--- src/rtl/lhhe_pkg.sv ---
// Package for the link handshake and heartbeat engine.
// Holds the item structs, operation, action, error and link-state codes, and opcodes.
// No dependencies.
package lhhe_pkg;

	typedef enum logic [1:0] {
		OP_TICK     = 2'd0,
		OP_DATAGRAM = 2'd1,
		OP_APP_SEND = 2'd2,
		OP_LINK_LOST = 2'd3
	} op_t;

	typedef enum logic [1:0] {
		ACT_NONE    = 2'd0,
		ACT_SEND    = 2'd1,
		ACT_DELIVER = 2'd2,
		ACT_ERROR   = 2'd3
	} action_t;

	typedef enum logic [2:0] {
		ERR_NONE         = 3'd0,
		ERR_NO_RESPONSE  = 3'd1,
		ERR_WRONG_RESP   = 3'd2,
		ERR_HB_TIMEOUT   = 3'd3,
		ERR_LINK_LOST    = 3'd4
	} err_t;

	typedef enum logic [1:0] {
		LINK_DOWN        = 2'd0,
		LINK_HANDSHAKING = 2'd1,
		LINK_UP          = 2'd2
	} link_t;

	typedef enum logic [2:0] {
		REG_RESPONSE_TIMEOUT   = 3'd0,
		REG_RETRY_LIMIT        = 3'd1,
		REG_HEARTBEAT_INTERVAL = 3'd2,
		REG_HEARTBEAT_TIMEOUT  = 3'd3,
		REG_HEADER_VALUE       = 3'd4
	} reg_idx_t;

	localparam logic [7:0] OPC_HANDSHAKE1 = 8'h01;
	localparam logic [7:0] OPC_HANDSHAKE2 = 8'h02;
	localparam logic [7:0] OPC_HEARTBEAT  = 8'h03;
	localparam logic [7:0] OPC_PING       = 8'h04;
	localparam logic [7:0] OPC_PONG       = 8'h05;
	localparam logic [7:0] NET_OPC_LIMIT  = 8'h10;

	localparam logic [7:0] MIN_DGRAM_LEN  = 8'd8;

	localparam logic [15:0] RESPONSE_TIMEOUT_RST   = 16'd1000;
	localparam logic [3:0]  RETRY_LIMIT_RST        = 4'd3;
	localparam logic [15:0] HEARTBEAT_INTERVAL_RST = 16'd1000;
	localparam logic [15:0] HEARTBEAT_TIMEOUT_RST  = 16'd5000;
	localparam logic [7:0]  HEADER_VALUE_RST       = 8'd0;

	typedef struct packed {
		op_t         operation;
		logic [31:0] time_now;
		logic [7:0]  dgram_length;
		logic [7:0]  header_byte;
		logic [7:0]  opcode;
		logic [31:0] rx_sequence;
	} cmd_t;

	typedef struct packed {
		action_t     action;
		logic [7:0]  out_opcode;
		logic [31:0] tx_sequence;
		err_t        error_code;
		link_t       link_state;
		logic        last;
	} rsp_t;

endpackage

--- src/rtl/link_handshake_heartbeat_engine_core.sv ---
// Top level of the link handshake and heartbeat engine.
// Depends on lhhe_pkg for the item structs and all codes.
//
//  channel | direction | payload | handshake
//  cmd     | in        | cmd_t   | cmd_valid / cmd_stall
//  rsp     | out       | rsp_t   | rsp_valid / rsp_stall
//  cfg     | in        | 16 bits | cfg_we, cfg_index (write only)
//
// An item is registered on acceptance into the input stage; from there its one or
// two results are written into a four-entry result queue once the queue has room.
// One item is taken per cycle as long as the queue has room for two more results.
// Reset clears link state, counters, timestamps, the queue and the registers to
// their defaults. A stall on rsp backs up through the queue into cmd_stall.
module link_handshake_heartbeat_engine_core
	import lhhe_pkg::*;
(
	input  logic        clk,
	input  logic        arst_n,
	input  logic        cmd_valid,
	output logic        cmd_stall,
	input  cmd_t        cmd,
	output logic        rsp_valid,
	input  logic        rsp_stall,
	output rsp_t        rsp,
	input  logic        cfg_we,
	input  logic [2:0]  cfg_index,
	input  logic [15:0] cfg_wdata
);

	// Configuration registers.
	logic [15:0] response_timeout_q;
	logic [3:0]  retry_limit_q;
	logic [15:0] heartbeat_interval_q;
	logic [15:0] heartbeat_timeout_q;
	logic [7:0]  header_value_q;

	// Link state.
	link_t       conn_state_q;
	logic [3:0]  try_count_q;
	logic [31:0] recv_seq_last_q;
	logic [31:0] send_seq_next_q;
	logic [31:0] hs_sent_time_q;
	logic [31:0] hb_sent_time_q;
	logic [31:0] hb_recv_time_q;

	// Input stage.
	logic        valid_s1;
	cmd_t        cmd_s1;

	// Result queue.
	rsp_t        fifo_q [4];
	logic [1:0]  wr_ptr_q;
	logic [1:0]  rd_ptr_q;
	logic [2:0]  count_q;

	logic        pop;
	logic        adv;
	logic [2:0]  count_after_pop;

	// Combinational results of the item in the input stage.
	rsp_t        res0;
	rsp_t        res1;
	logic        two_res;
	link_t       conn_state_d;
	logic [3:0]  try_count_d;
	logic [31:0] recv_seq_last_d;
	logic [31:0] send_seq_next_d;
	logic [31:0] hs_sent_time_d;
	logic [31:0] hb_sent_time_d;
	logic [31:0] hb_recv_time_d;

	logic        hs_expired;
	logic        hb_send_due;
	logic        hb_expired;
	logic        dgram_ok;

	always_comb begin
		hs_expired  = (cmd_s1.time_now - hs_sent_time_q) > {16'd0, response_timeout_q};
		hb_send_due = (cmd_s1.time_now - hb_sent_time_q) > {16'd0, heartbeat_interval_q};
		hb_expired  = (cmd_s1.time_now - hb_recv_time_q) > {16'd0, heartbeat_timeout_q};
		dgram_ok    = (cmd_s1.dgram_length >= MIN_DGRAM_LEN)
			&& (cmd_s1.header_byte == header_value_q)
			&& (cmd_s1.rx_sequence > recv_seq_last_q);
	end

	always_comb begin
		conn_state_d    = conn_state_q;
		try_count_d     = try_count_q;
		recv_seq_last_d = recv_seq_last_q;
		send_seq_next_d = send_seq_next_q;
		hs_sent_time_d  = hs_sent_time_q;
		hb_sent_time_d  = hb_sent_time_q;
		hb_recv_time_d  = hb_recv_time_q;
		two_res         = 1'b0;

		res0 = '{action: ACT_NONE, out_opcode: 8'd0, tx_sequence: 32'd0,
			error_code: ERR_NONE, link_state: conn_state_q, last: 1'b1};
		res1 = '{action: ACT_ERROR, out_opcode: 8'd0, tx_sequence: 32'd0,
			error_code: ERR_HB_TIMEOUT, link_state: LINK_DOWN, last: 1'b1};

		case (cmd_s1.operation)
			OP_TICK: begin
				case (conn_state_q)
					LINK_HANDSHAKING: begin
						if (hs_expired) begin
							if (try_count_q < retry_limit_q) begin
								try_count_d     = try_count_q + 4'd1;
								send_seq_next_d = send_seq_next_q + 32'd1;
								hs_sent_time_d  = cmd_s1.time_now;
								res0.action      = ACT_SEND;
								res0.out_opcode  = OPC_HANDSHAKE1;
								res0.tx_sequence = send_seq_next_q;
							end else begin
								conn_state_d    = LINK_DOWN;
								res0.action     = ACT_ERROR;
								res0.error_code = ERR_NO_RESPONSE;
								res0.link_state = LINK_DOWN;
							end
						end
					end
					LINK_UP: begin
						if (hb_send_due) begin
							send_seq_next_d  = send_seq_next_q + 32'd1;
							hb_sent_time_d   = cmd_s1.time_now;
							res0.action      = ACT_SEND;
							res0.out_opcode  = OPC_HEARTBEAT;
							res0.tx_sequence = send_seq_next_q;
						end
						if (hb_expired) begin
							// The timeout wipes sequences and timestamps.
							conn_state_d    = LINK_DOWN;
							recv_seq_last_d = 32'd0;
							send_seq_next_d = 32'd0;
							hs_sent_time_d  = 32'd0;
							hb_sent_time_d  = 32'd0;
							hb_recv_time_d  = 32'd0;
							if (hb_send_due) begin
								res0.last = 1'b0;
								two_res   = 1'b1;
							end else begin
								res0 = res1;
							end
						end
					end
					default: begin
						conn_state_d     = LINK_HANDSHAKING;
						try_count_d      = 4'd1;
						send_seq_next_d  = send_seq_next_q + 32'd1;
						hs_sent_time_d   = cmd_s1.time_now;
						res0.action      = ACT_SEND;
						res0.out_opcode  = OPC_HANDSHAKE1;
						res0.tx_sequence = send_seq_next_q;
						res0.link_state  = LINK_HANDSHAKING;
					end
				endcase
			end
			OP_DATAGRAM: begin
				if ((conn_state_q == LINK_HANDSHAKING || conn_state_q == LINK_UP)
					&& dgram_ok) begin
					recv_seq_last_d = cmd_s1.rx_sequence;
					if (conn_state_q == LINK_HANDSHAKING) begin
						if (cmd_s1.opcode == OPC_HANDSHAKE2) begin
							conn_state_d     = LINK_UP;
							send_seq_next_d  = send_seq_next_q + 32'd1;
							hb_sent_time_d   = cmd_s1.time_now;
							hb_recv_time_d   = cmd_s1.time_now;
							res0.action      = ACT_SEND;
							res0.out_opcode  = OPC_HEARTBEAT;
							res0.tx_sequence = send_seq_next_q;
							res0.link_state  = LINK_UP;
						end else begin
							conn_state_d    = LINK_DOWN;
							res0.action     = ACT_ERROR;
							res0.error_code = ERR_WRONG_RESP;
							res0.link_state = LINK_DOWN;
						end
					end else if (cmd_s1.opcode < NET_OPC_LIMIT) begin
						if (cmd_s1.opcode == OPC_HEARTBEAT) begin
							hb_recv_time_d = cmd_s1.time_now;
						end else if (cmd_s1.opcode == OPC_PING) begin
							send_seq_next_d  = send_seq_next_q + 32'd1;
							res0.action      = ACT_SEND;
							res0.out_opcode  = OPC_PONG;
							res0.tx_sequence = send_seq_next_q;
						end
					end else begin
						res0.action     = ACT_DELIVER;
						res0.out_opcode = cmd_s1.opcode;
					end
				end
			end
			OP_APP_SEND: begin
				send_seq_next_d  = send_seq_next_q + 32'd1;
				res0.action      = ACT_SEND;
				res0.out_opcode  = cmd_s1.opcode;
				res0.tx_sequence = send_seq_next_q;
			end
			default: begin
				conn_state_d    = LINK_DOWN;
				res0.action     = ACT_ERROR;
				res0.error_code = ERR_LINK_LOST;
				res0.link_state = LINK_DOWN;
			end
		endcase
	end

	// The input stage moves on only when the queue can take two results.
	assign pop             = rsp_valid && !rsp_stall;
	assign count_after_pop = count_q - {2'd0, pop};
	assign adv             = valid_s1 && (count_after_pop <= 3'd2);
	assign cmd_stall       = valid_s1 && !adv;
	assign rsp_valid       = (count_q != 3'd0);
	assign rsp             = fifo_q[rd_ptr_q];

	always_ff @(posedge clk or negedge arst_n) begin
		if (!arst_n) begin
			valid_s1 <= 1'b0;
		end else if (!cmd_stall) begin
			valid_s1 <= cmd_valid;
		end
	end

	always_ff @(posedge clk) begin
		if (!cmd_stall && cmd_valid) begin
			cmd_s1 <= cmd;
		end
	end

	always_ff @(posedge clk) begin
		if (adv) begin
			fifo_q[wr_ptr_q] <= res0;
			if (two_res) begin
				fifo_q[wr_ptr_q + 2'd1] <= res1;
			end
		end
	end

	always_ff @(posedge clk or negedge arst_n) begin
		if (!arst_n) begin
			wr_ptr_q <= 2'd0;
			rd_ptr_q <= 2'd0;
			count_q  <= 3'd0;
		end else begin
			if (adv) begin
				wr_ptr_q <= wr_ptr_q + (two_res ? 2'd2 : 2'd1);
			end
			if (pop) begin
				rd_ptr_q <= rd_ptr_q + 2'd1;
			end
			count_q <= count_after_pop + (adv ? (two_res ? 3'd2 : 3'd1) : 3'd0);
		end
	end

	always_ff @(posedge clk or negedge arst_n) begin
		if (!arst_n) begin
			conn_state_q    <= LINK_DOWN;
			try_count_q     <= 4'd0;
			recv_seq_last_q <= 32'd0;
			send_seq_next_q <= 32'd0;
			hs_sent_time_q  <= 32'd0;
			hb_sent_time_q  <= 32'd0;
			hb_recv_time_q  <= 32'd0;
		end else if (adv) begin
			conn_state_q    <= conn_state_d;
			try_count_q     <= try_count_d;
			recv_seq_last_q <= recv_seq_last_d;
			send_seq_next_q <= send_seq_next_d;
			hs_sent_time_q  <= hs_sent_time_d;
			hb_sent_time_q  <= hb_sent_time_d;
			hb_recv_time_q  <= hb_recv_time_d;
		end
	end

	always_ff @(posedge clk or negedge arst_n) begin
		if (!arst_n) begin
			response_timeout_q   <= RESPONSE_TIMEOUT_RST;
			retry_limit_q        <= RETRY_LIMIT_RST;
			heartbeat_interval_q <= HEARTBEAT_INTERVAL_RST;
			heartbeat_timeout_q  <= HEARTBEAT_TIMEOUT_RST;
			header_value_q       <= HEADER_VALUE_RST;
		end else if (cfg_we) begin
			case (cfg_index)
				REG_RESPONSE_TIMEOUT:   response_timeout_q   <= cfg_wdata;
				REG_RETRY_LIMIT:        retry_limit_q        <= cfg_wdata[3:0];
				REG_HEARTBEAT_INTERVAL: heartbeat_interval_q <= cfg_wdata;
				REG_HEARTBEAT_TIMEOUT:  heartbeat_timeout_q  <= cfg_wdata;
				REG_HEADER_VALUE:       header_value_q       <= cfg_wdata[7:0];
				default: ;
			endcase
		end
	end

endmodule

--- config.mk ---
export PLATFORM = sky130hd
export DESIGN_NAME = link_handshake_heartbeat_engine_core
export DESIGN_NICKNAME = d
export VERILOG_FILES = /design/src/rtl/lhhe_pkg.sv /design/src/rtl/link_handshake_heartbeat_engine_core.sv
export SDC_FILE = /design/constraint.sdc
export NUM_CORES = 1
export LEC_CHECK = 0
export BUFFER_PORTS_ARGS = -buffer_cell sky130_fd_sc_hd__buf_2
export CAP_MARGIN = 20
export CORE_MARGIN = 2
export CORE_UTILIZATION = 50
export CTS_BUF_LIST = sky130_fd_sc_hd__clkbuf_4
export DETAILED_ROUTE_END_ITERATION = 16
export PLACE_DENSITY = 0.73
export SETUP_SLACK_MARGIN = 0.3
export SLEW_MARGIN = 15
export SYNTH_ARGS = -nofsm -noshare
export SYNTH_HDL_FRONTEND = slang
export SYNTH_SLANG_ARGS = --single-unit
--- constraint.sdc ---
create_clock -name clk -period 6.1 [get_ports clk]
set_input_delay 0 -clock clk [delete_from_list [all_inputs] [get_ports clk]]
set_output_delay 0 -clock clk [all_outputs]
set_load 0.005 [all_outputs]
==> flow_metrics.tcl <==
set metrics [dict create \
    cts_root_buffer "sky130_fd_sc_hd__clkbuf_4" \
    critical_path_required_ns 7.00 \
    critPathArrivalTime_ns 6.57 \
    regArea_sq_um 12340 \
    synth_area_sq_um 28600 \
    detailedRoute.firstPassIterationCount 8 \
    detailroute.via_count 25153 \
    finalClockSkew_ns 0.08028 \
    timing.rr.end "fifo_q[1][1]" \
    viasPerCell 5.869 \
    drc 0 \
    outcome "completed" \
    cap_violations 0 \
    synth_ff_type "sky130_fd_sc_hd__dfrtp_1" \
    drtIter0Drc 1947 \
    maximum_number_of_pins_on_one_net_before_global_route_repair 104 \
    grt_first_pass_wirelength_microns 133700 \
    rr_startpoint "cmd_s1[62]" \
    timing.critical_path.from_type "register" \
    timing.final.crit_share_pct 92.91 \
    critPathMaxStageDelay_ns 0.60 \
    hold_path_class "in -> async" \
    avgRoutedWirePerCell_microns 19.31 \
    cts_tree "built" \
    worstSetupPathType "reg -> reg" \
    area_growth_syn_to_layout_pct 21.49 \
    mostFrequentLayoutCell "sky130_fd_sc_hd__nand2_1" \
    worst_slew_slack_as_a_fraction_of_its_limit_pct 18.51 \
    top_level_ports 164 \
    final_core_utilization_pct 61.50 \
    numPortBuffers 160 \
    rsz0062_at_grt "no" \
    timing.reg2reg.setup_slack_ns 0.43 \
    die_y_microns 243.2 \
    drt_wl_total_microns 82770 \
    sequential_element_share_of_the_synthesized_area_pct 43.13 \
    clock_sinks 513 \
    starting_density_of_the_core_pct 50.62 \
    core_sq_um 56500 \
    syn-num-nets 3279 \
    global_route_usage_over_all_layers_pct 28.12 \
    tns_ns 0 \
    multi_input_comb_area_sq_um 14840 \
    place.gp.congestion 0.9245 \
    worst-r2r-cell-count 21 \
    antenna_violations_before_repair 2 \
    number_of_global_route_vias_before_repair 25855 \
    cts_made_buffers 142 \
    power-per-cell-area_nw_per_um2 505.6 \
    worst_pin_slew_ns 1.213 \
    num-fill-cells 4583 \
    total_number_of_nets_in_the_final_design 3723 \
    path_cells "ha_1 > a21o_1 > or3b_1 > and3_1 > nand2_1 > xor2_1 > ha_1 > nand4_1 > buf_4 > inv_1 > a21oi_1 > o211ai_1 > nand2_4 > o211ai_1 > or4_4 > nor4_4 > buf_6 > a21oi_2 > or4_4 > a31o_4 > o22ai_2" \
    design_power_total_w 0.01757 \
    synth.lib_cells_used.distinct 95 \
    synth_area_per_cell_sq_um 9.623 \
    hold_viol_final 0 \
    setup-violations-final 0 \
    route.antenna.remaining_nets 0 \
    final-max-slew-violation-count 0 \
    peakVddDrop_mv 0.2121 \
    rows 87 \
    dieArea_sq_um 59130 \
    die-width_microns 243.2 \
    htree_levels 4 \
    synthesis.instances 2972 \
    drive_above_1_share_pct 18.34 \
    worst_path_max_delay_cell "sky130_fd_sc_hd__or4_4" \
    final_cell_mix "sky130_fd_sc_hd__nand2_1, sky130_fd_sc_hd__inv_1, sky130_fd_sc_hd__dlygate4sd3_1, sky130_fd_sc_hd__dfrtp_1, sky130_fd_sc_hd__o21ai_0" \
    total_global_routing_overflow 0 \
    yosysWarnings 0 \
    critical_path.max_fanout 6 \
    finalCriticalPeriod_ns 5.668 \
    clock_insertion_delay_worst_skew_ns 1.01 \
    critPathCaptureType "register" \
    cts.path.max_buffers 3 \
    leakagePower_nw 14.81 \
    synth-seq-cells 513 \
    hpwlAfterDp_microns 55700 \
    synth-async-reset-ratio_pct 45.61 \
    number_of_enable_type_register_cells_in_the_synthesized_netlist 87 \
    fmax_ghz 0.1764 \
    clk_pin_slew_ns 0.07 \
]
cell type report:
class / instances / share of cell area (%)
sequential: 513 / 35.52
tap: 756 / 2.723
antenna: 2 / 0.01441
timing repair buffer: 456 / 11.02
clock inverter: 45 / 0.8031
inverter: 245 / 2.647
multi-input combinational: 2058 / 42.72
clock buffer: 211 / 4.559
worst max-delay path by stage:
stage,slack (ns),endpoint,from
6_report,0.43,fifo_q[1][1],cmd_s1[62]
2_1_floorplan,0.81,count_q[2],cmd_s1[65]
5_1_grt,0.24,hb_sent_time_q[16],cmd_s1[56]
3_3_place_gp,0.40,send_seq_next_q[0],cmd_s1[56]
3_5_place_dp,0.26,send_seq_next_q[0],cmd_s1[56]
4_1_cts,0.34,fifo_q[0][21],cmd_s1[56]
where the power goes:
part,leakage (nW),total [W],internal [W],switching [W]
combinational,8.39,0.00933,0.00370,0.00563
sequential,5.32,0.00501,0.00443,0.000579
clock,1.10,0.00322,0.00169,0.00154
total,14.8,0.0176,0.00982,0.00775
Yosys cell counts (14+ instances only):
| library cell | instances | area [sq um] |
|---|---|---|
| sky130_fd_sc_hd__o211ai_1 | 20 | 150.1 |
| sky130_fd_sc_hd__xnor2_1 | 41 | 359.1 |
| sky130_fd_sc_hd__inv_1 | 243 | 912.1 |
| sky130_fd_sc_hd__o21bai_1 | 16 | 120.1 |
| sky130_fd_sc_hd__buf_6 | 14 | 157.7 |
| sky130_fd_sc_hd__o22ai_1 | 16 | 100.1 |
| sky130_fd_sc_hd__nand3_1 | 117 | 585.6 |
| sky130_fd_sc_hd__buf_2 | 33 | 165.2 |
| sky130_fd_sc_hd__xor2_1 | 32 | 280.3 |
| sky130_fd_sc_hd__and3_1 | 25 | 156.4 |
| sky130_fd_sc_hd__o21ai_0 | 212 | 1061 |
| sky130_fd_sc_hd__nand2_1 | 294 | 1104 |
| sky130_fd_sc_hd__mux2_2 | 29 | 326.6 |
| sky130_fd_sc_hd__ha_1 | 189 | 2365 |
| sky130_fd_sc_hd__nor3_1 | 49 | 245.2 |
| sky130_fd_sc_hd__mux4_2 | 48 | 1081 |
| sky130_fd_sc_hd__or3_1 | 16 | 100.1 |
| sky130_fd_sc_hd__nand4_1 | 55 | 344.1 |
| sky130_fd_sc_hd__a22o_1 | 164 | 1436 |
| sky130_fd_sc_hd__a21oi_1 | 178 | 890.9 |
| sky130_fd_sc_hd__dfstp_2 | 19 | 499.2 |
| sky130_fd_sc_hd__edfxtp_1 | 87 | 2613 |
| sky130_fd_sc_hd__nor2_1 | 155 | 581.8 |
| sky130_fd_sc_hd__a211oi_1 | 25 | 187.7 |
| sky130_fd_sc_hd__and2_1 | 20 | 125.1 |
| sky130_fd_sc_hd__o21a_1 | 42 | 315.3 |
| sky130_fd_sc_hd__a21o_1 | 29 | 217.7 |
| sky130_fd_sc_hd__dfxtp_1 | 192 | 3844 |
| sky130_fd_sc_hd__nor2b_1 | 23 | 143.9 |
| sky130_fd_sc_hd__nand2b_1 | 23 | 143.9 |
| sky130_fd_sc_hd__clkbuf_1 | 97 | 364.1 |
| sky130_fd_sc_hd__a31oi_1 | 16 | 100.1 |
| sky130_fd_sc_hd__dfrtp_1 | 215 | 5380 |
per-layer routing:
metal	track usage [%]	share of wire, %	routed length [microns]
met1	34.57	42	34400
met2	47.29	49	40250
met3	5.119	5.9	4883
met4	14.51	3.9	3243
met5	0	0	0
repair_timing:
item,in CTS,in global routing
endpoints found under the setup margin,163,323
hold buffers,226,0
endpoints found under the hold margin,435,0
pin swaps,2,17
buffers inserted,4,8
resized for setup,4,43
logic make-up after synthesis:
logic type / synth area share (%)
adders and majority gates: 8.549
xor gates and xnor gates: 2.236
buffers and inverters: 5.845
AOI/OAI and AO/OA: 20.41
muxes: 5.346
and+or+nand+nor: 14.49
DFF: 43.13
sequential cells by signal, summed over array words and instances (netlist names):
signal and count:
cmd_s1 87, try_count_q 4, valid_s1 1, heartbeat_interval_q 16
header_value_q 8, hs_sent_time_q 32, count_q 3, response_timeout_q 16
rd_ptr_q 2, fifo_q 192, send_seq_next_q 32, hb_recv_time_q 32
retry_limit_q 4, wr_ptr_q 2, conn_state_q 2, hb_sent_time_q 32
heartbeat_timeout_q 16, recv_seq_last_q 32
through the flow:
step	cells	hold WS (ns)	cell area (sq um)	worst slack (ns)
after global routing	4286	0.1216	34740	0.2384
after global placement	3789	0.1445	30280	0.3986
after CTS	4275	0.04877	34480	0.3389
after floorplan	2972	-0.2956	28600	0.8133
after detailed placement	3789	0.1483	30280	0.2603
final	4286	0.1740	34740	0.4323
worst max-delay path, delay by kind of cell, from the launching register on:
kind	cells	cell delay, ns
simple gates	8	2.40
compound gates	7	1.19
buf+inv	3	0.37
xor+xnor	1	0.25
fa+ha+maj	2	0.81
flops	1	0.53
Power figures use the tool's default switching activity.
